## config.mk

```make
export PLATFORM = sky130hd
export DESIGN_NAME = serial_command_frame_detector_flat
export DESIGN_NICKNAME = d
export VERILOG_FILES = /design/src/rtl/scfd_pkg.sv /design/src/rtl/scfd_req_if.sv /design/src/rtl/scfd_rsp_if.sv /design/src/rtl/scfd_window.sv /design/src/rtl/scfd_emit.sv /design/src/rtl/serial_command_frame_detector.sv /design/src/flat_wrapper.sv
export SDC_FILE = /design/constraint.sdc
export NUM_CORES = 1
export LEC_CHECK = 0
export BUFFER_PORTS_ARGS = -buffer_cell sky130_fd_sc_hd__buf_2
export CAP_MARGIN = 15
export CORE_UTILIZATION = 59
export DETAILED_ROUTE_END_ITERATION = 8
export PLACE_DENSITY = 0.83
export RECOVER_POWER = 50
export SYNTH_ARGS = -nofsm -noshare
export SYNTH_HDL_FRONTEND = slang
export SYNTH_HIERARCHICAL = 1
export SYNTH_SLANG_ARGS = --single-unit
export TNS_END_PERCENT = 50
```

## constraint.sdc

```tcl
create_clock -name clock -period 18 [get_ports clock]
set_input_delay 3.6 -clock clock [delete_from_list [all_inputs] [get_ports clock]]
set_output_delay 3.6 -clock clock [all_outputs]
set_load 0.05 [all_outputs]
```

## src/rtl/scfd_pkg.sv

```systemverilog
// Shared constants and types for the serial command frame detector.
// No dependencies; the window, emit, top-level and checker files refer to it by scoped name.
package scfd_pkg;

   localparam int WIN_LEN     = 27;
   localparam int BLOCK_LEN   = 16;
   localparam int BLOCK_START = 10;
   localparam int SUM_POS     = 26;
   localparam int IDX_W       = $clog2(BLOCK_LEN);

   localparam logic [7:0] CHAR_G    = 8'h47;
   localparam logic [7:0] CHAR_I    = 8'h49;
   localparam logic [7:0] CHAR_D    = 8'h44;
   localparam logic [7:0] CHAR_PLUS = 8'h2B;
   localparam logic [7:0] CHAR_R    = 8'h52;
   localparam logic [7:0] CHAR_C    = 8'h43;
   localparam logic [7:0] CHAR_V    = 8'h56;

   typedef enum logic [1:0] {
      STATUS_GID     = 2'd0,
      STATUS_PAYLOAD = 2'd1,
      STATUS_CKFAIL  = 2'd2
   } status_type;

   typedef logic [7:0] byte_type;
   typedef byte_type block_type [BLOCK_LEN];

   typedef struct packed {
      logic       fire;
      status_type kind;
   } detect_type;

endpackage

```

## src/rtl/scfd_req_if.sv

```systemverilog
// Input channel: valid/ready handshake carrying one received serial byte.
// Depends on nothing.
interface scfd_req_if;
   logic       valid;
   logic       ready;
   logic [7:0] rx_byte;

   modport source (output valid, output rx_byte, input ready);
   modport sink   (input valid, input rx_byte, output ready);
endinterface

```

## src/rtl/scfd_rsp_if.sv

```systemverilog
// Result channel: valid/ready handshake carrying status, payload byte, index and last.
// Depends on nothing.
interface scfd_rsp_if;
   logic       valid;
   logic       ready;
   logic [1:0] status;
   logic [7:0] payload_byte;
   logic [3:0] byte_index;
   logic       last;

   modport source (output valid, output status, output payload_byte,
                   output byte_index, output last, input ready);
   modport sink   (input valid, input status, input payload_byte,
                   input byte_index, input last, output ready);
endinterface

```

## src/rtl/scfd_window.sv

```systemverilog
// Sliding byte window with the GID and +RCV frame tests and the checksum adder tree.
// Depends on scfd_pkg.
module scfd_window (
   input  logic                  clock,
   input  logic                  reset,
   input  logic                  accept,
   input  logic [7:0]            rx_byte,
   output scfd_pkg::detect_type  det,
   output scfd_pkg::block_type   block
);

   scfd_pkg::byte_type window_ff [scfd_pkg::WIN_LEN];
   scfd_pkg::byte_type window_in [scfd_pkg::WIN_LEN];
   scfd_pkg::byte_type shifted   [scfd_pkg::WIN_LEN];
   logic [7:0]         lvl1 [8];
   logic [7:0]         lvl2 [4];
   logic [7:0]         lvl3 [2];
   logic [7:0]         sum;
   logic               gid_hit;
   logic               frame_hit;

   always_comb begin
      for (int i = 0; i < scfd_pkg::WIN_LEN - 1; i++) begin
         shifted[i] = window_ff[i + 1];
      end
      shifted[scfd_pkg::WIN_LEN - 1] = rx_byte;
   end

   always_comb begin
      for (int i = 0; i < 8; i++) begin
         lvl1[i] = shifted[scfd_pkg::BLOCK_START + 2 * i]
                 + shifted[scfd_pkg::BLOCK_START + 2 * i + 1];
      end
      for (int i = 0; i < 4; i++) begin
         lvl2[i] = lvl1[2 * i] + lvl1[2 * i + 1];
      end
      for (int i = 0; i < 2; i++) begin
         lvl3[i] = lvl2[2 * i] + lvl2[2 * i + 1];
      end
      sum = lvl3[0] + lvl3[1];
   end

   assign gid_hit = (shifted[24] == scfd_pkg::CHAR_G) &&
                    (shifted[25] == scfd_pkg::CHAR_I) &&
                    (shifted[26] == scfd_pkg::CHAR_D);

   assign frame_hit = (shifted[0] == scfd_pkg::CHAR_PLUS) &&
                      (shifted[1] == scfd_pkg::CHAR_R) &&
                      (shifted[2] == scfd_pkg::CHAR_C) &&
                      (shifted[3] == scfd_pkg::CHAR_V);

   always_comb begin
      det.fire = accept && (gid_hit || frame_hit);
      if (gid_hit) begin
         det.kind = scfd_pkg::STATUS_GID;
      end else if (sum == shifted[scfd_pkg::SUM_POS]) begin
         det.kind = scfd_pkg::STATUS_PAYLOAD;
      end else begin
         det.kind = scfd_pkg::STATUS_CKFAIL;
      end
      for (int i = 0; i < scfd_pkg::BLOCK_LEN; i++) begin
         block[i] = shifted[scfd_pkg::BLOCK_START + i];
      end
   end

   always_comb begin
      for (int i = 0; i < scfd_pkg::WIN_LEN; i++) begin
         if (!accept) begin
            window_in[i] = window_ff[i];
         end else if (gid_hit || frame_hit) begin
            window_in[i] = '0;
         end else begin
            window_in[i] = shifted[i];
         end
      end
   end

   always_ff @(posedge clock) begin
      if (reset) begin
         for (int i = 0; i < scfd_pkg::WIN_LEN; i++) begin
            window_ff[i] <= '0;
         end
      end else begin
         window_ff <= window_in;
      end
   end

endmodule

```

## src/rtl/scfd_emit.sv

```systemverilog
// Result register and sequencer: holds one result set and plays it out word by word.
// Depends on scfd_pkg.
module scfd_emit (
   input  logic                  clock,
   input  logic                  reset,
   input  scfd_pkg::detect_type  det,
   input  scfd_pkg::block_type   block,
   input  logic                  rsp_ready,
   output logic                  rsp_valid,
   output logic [1:0]            rsp_status,
   output logic [7:0]            rsp_payload_byte,
   output logic [3:0]            rsp_byte_index,
   output logic                  rsp_last,
   output logic                  can_take
);

   logic                          pend_ff;
   logic                          pend_in;
   scfd_pkg::status_type          kind_ff;
   scfd_pkg::status_type          kind_in;
   logic [scfd_pkg::IDX_W-1:0]    idx_ff;
   logic [scfd_pkg::IDX_W-1:0]    idx_in;
   scfd_pkg::byte_type            data_ff [scfd_pkg::BLOCK_LEN];
   scfd_pkg::byte_type            data_in [scfd_pkg::BLOCK_LEN];
   logic                          is_payload;
   logic                          last_word;
   logic                          take;
   logic                          done;

   assign is_payload = (kind_ff == scfd_pkg::STATUS_PAYLOAD);
   assign last_word  = !is_payload ||
                       (idx_ff == scfd_pkg::IDX_W'(scfd_pkg::BLOCK_LEN - 1));
   assign take       = pend_ff && rsp_ready;
   assign done       = take && last_word;
   assign can_take   = !pend_ff || done;

   assign rsp_valid        = pend_ff;
   assign rsp_status       = kind_ff;
   assign rsp_payload_byte = is_payload ? data_ff[0] : 8'd0;
   assign rsp_byte_index   = is_payload ? 4'(idx_ff) : 4'd0;
   assign rsp_last         = last_word;

   always_comb begin
      pend_in = pend_ff;
      kind_in = kind_ff;
      idx_in  = idx_ff;
      data_in = data_ff;
      if (det.fire) begin
         pend_in = 1'b1;
         kind_in = det.kind;
         idx_in  = '0;
         data_in = block;
      end else if (done) begin
         pend_in = 1'b0;
      end else if (take) begin
         // advance to the next payload word
         idx_in = idx_ff + 1'b1;
         for (int i = 0; i < scfd_pkg::BLOCK_LEN - 1; i++) begin
            data_in[i] = data_ff[i + 1];
         end
         data_in[scfd_pkg::BLOCK_LEN - 1] = '0;
      end
   end

   always_ff @(posedge clock) begin
      if (reset) begin
         pend_ff <= 1'b0;
         idx_ff  <= '0;
      end else begin
         pend_ff <= pend_in;
         idx_ff  <= idx_in;
      end
      kind_ff <= kind_in;
      data_ff <= data_in;
   end

endmodule

```

## src/rtl/serial_command_frame_detector.sv

```systemverilog
// Serial command frame detector top level: window/detect stage feeding the result sequencer.
// Depends on scfd_pkg, scfd_req_if, scfd_rsp_if, scfd_window and scfd_emit.
// First result word is valid in the cycle after the byte that completes a pattern.
// Throughput: one byte per cycle while no result set is held; a payload set occupies the
// result port for 16 words, and a new byte is taken in the cycle its final word leaves.
// Reset: synchronous; clears the window to zeros and drops any held result set.
module serial_command_frame_detector (
   input  logic       clock,
   input  logic       reset,
   scfd_req_if.sink   req_ch,
   scfd_rsp_if.source rsp_ch
);

   scfd_pkg::detect_type det;
   scfd_pkg::block_type  block;
   logic                 can_take;
   logic                 accept;

   assign req_ch.ready = can_take;
   assign accept       = req_ch.valid && can_take;

   scfd_window u_window (
      .clock   (clock),
      .reset   (reset),
      .accept  (accept),
      .rx_byte (req_ch.rx_byte),
      .det     (det),
      .block   (block)
   );

   scfd_emit u_emit (
      .clock            (clock),
      .reset            (reset),
      .det              (det),
      .block            (block),
      .rsp_ready        (rsp_ch.ready),
      .rsp_valid        (rsp_ch.valid),
      .rsp_status       (rsp_ch.status),
      .rsp_payload_byte (rsp_ch.payload_byte),
      .rsp_byte_index   (rsp_ch.byte_index),
      .rsp_last         (rsp_ch.last),
      .can_take         (can_take)
   );

endmodule

```

## src/flat_wrapper.sv

```systemverilog
// flat-port wrapper written by rule: the top's interface ports become plain ports
module serial_command_frame_detector_flat 
  (clock, reset, req_ch_valid, req_ch_rx_byte, req_ch_ready, rsp_ch_valid, rsp_ch_status, rsp_ch_payload_byte, rsp_ch_byte_index, rsp_ch_last, rsp_ch_ready);
  scfd_req_if req_ch_i ();
  scfd_rsp_if rsp_ch_i ();
  input  logic clock;
  input  logic reset;
  input wire logic [$bits(req_ch_i.valid)-1:0] req_ch_valid;
  input wire logic [$bits(req_ch_i.rx_byte)-1:0] req_ch_rx_byte;
  output wire logic [$bits(req_ch_i.ready)-1:0] req_ch_ready;
  output wire logic [$bits(rsp_ch_i.valid)-1:0] rsp_ch_valid;
  output wire logic [$bits(rsp_ch_i.status)-1:0] rsp_ch_status;
  output wire logic [$bits(rsp_ch_i.payload_byte)-1:0] rsp_ch_payload_byte;
  output wire logic [$bits(rsp_ch_i.byte_index)-1:0] rsp_ch_byte_index;
  output wire logic [$bits(rsp_ch_i.last)-1:0] rsp_ch_last;
  input wire logic [$bits(rsp_ch_i.ready)-1:0] rsp_ch_ready;
  assign req_ch_i.valid = req_ch_valid;
  assign req_ch_i.rx_byte = req_ch_rx_byte;
  assign req_ch_ready = req_ch_i.ready;
  assign rsp_ch_valid = rsp_ch_i.valid;
  assign rsp_ch_status = rsp_ch_i.status;
  assign rsp_ch_payload_byte = rsp_ch_i.payload_byte;
  assign rsp_ch_byte_index = rsp_ch_i.byte_index;
  assign rsp_ch_last = rsp_ch_i.last;
  assign rsp_ch_i.ready = rsp_ch_ready;
  serial_command_frame_detector u_core (.clock(clock), .reset(reset), .req_ch(req_ch_i), .rsp_ch(rsp_ch_i));
endmodule
```

==> impl_metrics.json, run 1 <==
{
  "setup_slack_ns": 6.705,
  "stdcell_count": 1680,
  "hp-start": "u_core/u_window/shifted[210]",
  "cts_sinks": 343,
  "critPathMaxFanout": 110,
  "ys_types": 45,
  "io_pins": 29,
  "postPlaceCellArea_mm2": 0.01629,
  "cts.clk_slew.worst_paths_ns": 0.06,
  "overflow": 0,
  "synth_area_mm2": 0.01687,
  "die-width_um": 171.1,
  "ir_drop_mv": 0.07454,
  "hold_violations": 0,
  "status": "complete, but fails checks",
  "avgViaCountPerCell": 5.307,
  "grt_start_max_net_pins": 139,
  "fin_crit_ns": 11.29,
  "numCtsBuffers": 35,
  "postLayoutCellArea_mm2": 0.01731,
  "core-area_mm2": 0.02793,
  "powerDensity_mw_per_mm2": 89.22,
  "synth_area_per_cell_um2": 12.10,
  "yosysTopAreaCell": "dfxtp_1",
  "ys.warnings.count": 6,
  "synth_edf_count": 130,
  "grt_antenna_before_repair": 0,
  "start_kind": "input pin",
  "slew_violations": 292,
  "cts_root_buf": "clkbuf_16",
  "crit_required_ns": 18.34,
  "drc": 0,
  "multi_input_comb_area_mm2": 0.007004,
  "syn_to_final_growth_pct": 2.588,
  "hold_buffers": 0,
  "dpl.hpwl_um": 16730,
  "max-slew-margin-rel_pct": -207.0,
  "totalWireLength_um": 27300,
  "max_clock_freq_mhz": 88.54,
  "placedCellCount": 1616,
  "fill_cells": 2150,
  "track_usage_pct": 19.38,
  "cp-end-kind": "flop",
  "drtPass1Iterations": 5,
  "reg2reg_depth": 10,
  "ctsResizeCount": 0,
  "worst_r2r_startpoint": "u_core/u_emit/idx_ff[0]",
  "regArea_mm2": 0.008168,
  "synth_nets": 1507,
  "synth_common_cells": "dfxtp_1, nor2_1, mux2i_1",
  "num_rows": 61,
  "grt_setup_unrepaired": "no",
  "p_leak_nw": 6.635,
  "wl_met2_um": 13340,
  "antenna_left": 0,
  "clock_skew_ns": 0.01491,
  "synth_top_cell_area_share_pct": 25.27,
  "wl_per_cell_um": 16.25,
  "io_buffers": 28,
  "post-route-period-util_pct": 62.75,
  "grt_pass1_vias": 9089,
  "die_y_um": 171.1,
  "htree_levels": 2,
  "crit_type": "in2reg",
  "gp_congestion": 0.7718,
  "regToRegEndpoint": "u_core/u_window/block[76]",
  "whs_path_depth": 2,
  "start_util_pct": 60.40,
  "cts_buffer_depth": 3,
  "max_slew.worst_pin.slew_ns": 4.606,
  "dpl_worst_slack_ns": 10.29,
  "fin_util_pct": 61.97,
  "drt_iter0_markers": 649,
  "min_to": "u_core/u_window/shifted[210]",
  "async_reset_ff_share_pct": 0,
  "die_area_mm2": 0.02928,
  "synth.ff_latch_count": 343,
  "synth_area_leaders": "dfxtp_1, edfxtp_1, mux2i_1",
  "route.met3.wl_um": 977,
  "synth_cells": 1394,
  "r2r_slack_ns": 8.97,
  "violations": "capacitance limit, slew limit",
  "clk-insertion-delay-late_ns": 0.51,
  "finalSetupViolations": 0,
  "diodes": 0,
  "crit_arrival_ns": 11.64,
  "grt_pass1_wl_um": 45330,
  "met1_length_um": 12470,
  "vias": 8915,
  "worstHoldPathType": "reg2reg",
  "cts_tree": "built",
  "postCtsSetupRepairBufs": 0,
  "yosysMostFrequentCell": "dfxtp_1",
  "synth_ff_type": "dfxtp_1",
  "fin_tns_setup_ns": 0,
  "highest_layer": "met4",
  "cap_violations": 4,
  "nets": 1388,
  "synth-seq-area-share_pct": 48.41,
  "drive_above_1_share_pct": 14.98
}
-- worst max-delay path by stage --
stage / startpoint / depth (start not counted) / to / slack (ns)
floorplan: rsp_ch_ready / 2 / u_core/u_emit/data_ff[0] / 4.36
CTS: rsp_ch_ready / 3 / req_ch_ready / 10.29
detailed placement: rsp_ch_ready / 3 / req_ch_ready / 10.29
global route: req_ch_rx_byte[0] / 9 / u_core/u_window/block[76] / 5.99
finish: req_ch_rx_byte[0] / 9 / u_core/u_window/block[76] / 6.71
global placement: rsp_ch_ready / 3 / req_ch_ready / 10.29
-- stage by stage --
| step | total power [W] | hold slack [ns] |
|---|---|---|
| 2_1_floorplan | 0.0008712 | 0.4521 |
| 3_3_place_gp | 0.0008793 | 0.4684 |
| 3_5_place_dp | 0.0008805 | 0.4779 |
| 4_1_cts | 0.001561 | 0.4926 |
| 5_1_grt | 0.001595 | 0.5113 |
| 6_report | 0.001544 | 0.4882 |
-- registers in the layout, indices dropped and copies added (netlist names) --
| signal | count |
|---|---|
| u_core/u_emit/data_ff | 128 |
| u_core/u_window/shifted | 80 |
| u_core/u_window/block | 128 |
| u_core/u_emit/idx_ff | 4 |
| u_core/u_emit/rsp_status | 2 |
| u_core/u_emit/rsp_valid | 1 |
-- cell type report --
class                           instances  area share (%)
Timing Repair Buffer                   35          0.9975
Clock buffer                           46           5.652
Tap cell                              378           2.732
Clock inverter                         18          0.6072
Sequential cell                       343           47.18
Inverter                              109           2.364
Multi-Input combinational cell        751           40.46
-- per-layer routing --
layer | global-route usage, % | vias up
met5 | 0 | -
met4 | 6.056 | 0
met3 | 2.961 | 41
met2 | 32.59 | 146
met1 | 25.79 | 4460
li1 | - | 4268
-- placed cells by master, fill, tap and decap left out, drive strengths merged, types with 5 or more instances in the layout --
cell    netlist  routed
clkbuf       24      66
and2         21      21
inv         109     111
nand4         5       5
dfxtp       213     213
edfxtp      130     130
xor2          8       8
ha           14      14
mux2i       208     208
mux2        120     120
clkinv        0      15
xnor2        31      31
fa           87      87
nor2        210     210
a21oi         7       7
buf         167      15
-- where the power goes --
part	leakage (nW)	internal, W	switching, W	total, W
combinational	3.29	0.0000248	0.0000347	0.0000594
sequential	2.81	0.000801	0.00000350	0.000805
clock	0.539	0.000386	0.000294	0.000680
-- cell families (layout without fill, tap and decap cells) --
| group | count (synthesis) | after routing | synth area share, % |
|---|---|---|---|
| flip-flops | 343 | 343 | 48.41 |
| AO/OA/AOI/OAI | 19 | 19 | 0.7340 |
| buffers and inverters | 300 | 208 | 10.07 |
| XOR/XNOR | 40 | 40 | 2.158 |
| adder cells (fa/ha/maj) | 101 | 101 | 11.36 |
| AND/OR/NAND/NOR | 263 | 263 | 6.926 |
| multiplexers | 328 | 328 | 20.35 |
-- critical path, cell delays in order --
cell and delay [ns]:
clkbuf_1 0.15, nor4b_1 0.34, nand4_1 0.17, nor3_1 0.39, o21a_1 1.95, or2_2 0.32, clkbuf_1 3.20, buf_4 1.20
nor2_1 0.15
Power figures use the tool's default switching activity.
==> run 2: changes to the inputs <==
- CORE_UTILIZATION: 59 -> 57
- PLACE_DENSITY: 0.83 -> 0.84
- clock period: 18 -> 9.2 ns (I/O delays scaled with it)
==> impl_metrics.json, run 2 (synthesis results as in run 1) <==
{
  "die_y_um": 174.1,
  "overflow": 0,
  "powerDensity_mw_per_mm2": 176.1,
  "clock_skew_ns": 0.02151,
  "die-width_um": 174.1,
  "dpl.hpwl_um": 17280,
  "drt_iter0_markers": 595,
  "htree_levels": 2,
  "max_clock_freq_mhz": 144.4,
  "io_buffers": 28,
  "cts_buffer_depth": 3,
  "track_usage_pct": 18.81,
  "max_slew.worst_pin.slew_ns": 2.316,
  "core-area_mm2": 0.02894,
  "post-route-period-util_pct": 75.29,
  "numCtsBuffers": 35,
  "drc": 0,
  "diodes": 0,
  "path_cells": "clkbuf_1 -> nor4b_1 -> nand4_1 -> nor3_1 -> o21a_1 -> clkbuf_2 -> mux2_2",
  "hold_violations": 0,
  "layout_commonest_cell": "dfxtp_1",
  "cts_sinks": 343,
  "crit_family": "buffers and inverters",
  "path_depth": 7,
  "cts.clk_slew.worst_paths_ns": 0.06,
  "setup_slack_ns": 2.274,
  "die_area_mm2": 0.03030,
  "drive_above_1_share_pct": 14.98,
  "layout_common_cells": "dfxtp_1, nor2_1, mux2i_1",
  "fin_util_pct": 60.01,
  "crit_type": "in2reg",
  "totalWireLength_um": 28040,
  "start_kind": "input pin",
  "cp_num_buf_inv": 2,
  "reg2reg_depth": 8,
  "cp-end-kind": "flop",
  "status": "complete, but fails checks",
  "whs_path_depth": 2,
  "fin_crit_ns": 6.926,
  "avgViaCountPerCell": 5.304,
  "ctsResizeCount": 0,
  "whs_ns": 0.4944,
  "critPathMaxFanout": 81,
  "io_pins": 29,
  "dpl_worst_slack_ns": 3.813,
  "fin_tns_setup_ns": 0,
  "grt_pass1_vias": 9092,
  "cap_violations": 3,
  "drtPass1Iterations": 4,
  "grt_antenna_before_repair": 0,
  "grt_pass1_wl_um": 46290,
  "design_power_total_w": 0.003058,
  "gp_congestion": 0.7874,
  "vias": 8942,
  "cts_root_buf": "clkbuf_16",
  "antenna_left": 0,
  "slew_violations": 197,
  "syn_to_final_growth_pct": 2.914,
  "worstHoldPathType": "reg2reg",
  "crit_arrival_ns": 7.17,
  "clk-insertion-delay-late_ns": 0.51,
  "grt_start_max_net_pins": 179,
  "critPathSlowestCell": "o21a_1",
  "ir_drop_mv": 0.1386,
  "wl_per_cell_um": 16.63,
  "num_rows": 62,
  "finalSetupViolations": 0,
  "max-slew-margin-rel_pct": -54.38,
  "violations": "capacitance limit, slew limit",
  "start_util_pct": 58.32,
  "hold_buffers": 0,
  "cts_tree": "built",
  "postCtsSetupRepairBufs": 0,
  "slowest_delay_ns": 1.77,
  "p_leak_nw": 6.660,
  "grt_setup_unrepaired": "no",
  "crit_required_ns": 9.45,
  "nets": 1388
}
-- run 2: cell types whose count changed in the layout (fill, tap and decap cells not counted), sizes merged --
cell / previous run / this run
clkbuf: 66 / 76
clkinv: 15 / 7
clkinvlp: 1 / 0
inv: 111 / 110
-- run 2: worst min-delay path, cell delays in order (launching register included) --
cell and delay (ns):
dfxtp_1 0.33, mux2i_1 0.06, nor2_1 0.07
-- run 2: worst paths after layout --
path                                                   start                            to  slack (ns)
worst min-delay path            u_core/u_window/shifted[160]  u_core/u_window/shifted[160]        0.49
worst max-delay path                       req_ch_rx_byte[0]    u_core/u_emit/data_ff[117]        2.27
worst max register to register       u_core/u_emit/idx_ff[0]    u_core/u_emit/data_ff[117]        3.20
worst min register to register  u_core/u_window/shifted[160]  u_core/u_window/shifted[160]        0.49
-- run 2: power by group --
group          total, W  switching (W)  internal (W)
clock           0.00137       0.000568      0.000798
sequential      0.00157     0.00000687       0.00157
combinational  0.000117      0.0000681     0.0000489
total           0.00306       0.000643       0.00242
-- run 2: area by class of cell --
cell class,instances,area (um2)
multi-input combinational,751,7007
tap,384,480.5
clock inverter,8,57.56
clock buffer,56,1066
fill,2133,11570
timing repair buffer,35,177.7
sequential,343,8168
inverter,109,409.1
-- run 2: routing by layer --
| metal | part of all wire (%) | track usage, % | vias to the layer above |
|---|---|---|---|
| li1 | - | - | 4262 |
| met4 | 1.9 | 5.154 | 0 |
| met5 | 0 | 0 | - |
| met1 | 46 | 25.58 | 4489 |
| met2 | 49 | 31.42 | 145 |
| met3 | 3.5 | 2.865 | 46 |
-- run 2: metrics by stage --
step	instance area, um2	cells
2_1_floorplan	16870	1394
3_3_place_gp	16290	1622
3_5_place_dp	16290	1622
4_1_cts	17420	1686
5_1_grt	17370	1686
6_report	17370	1686
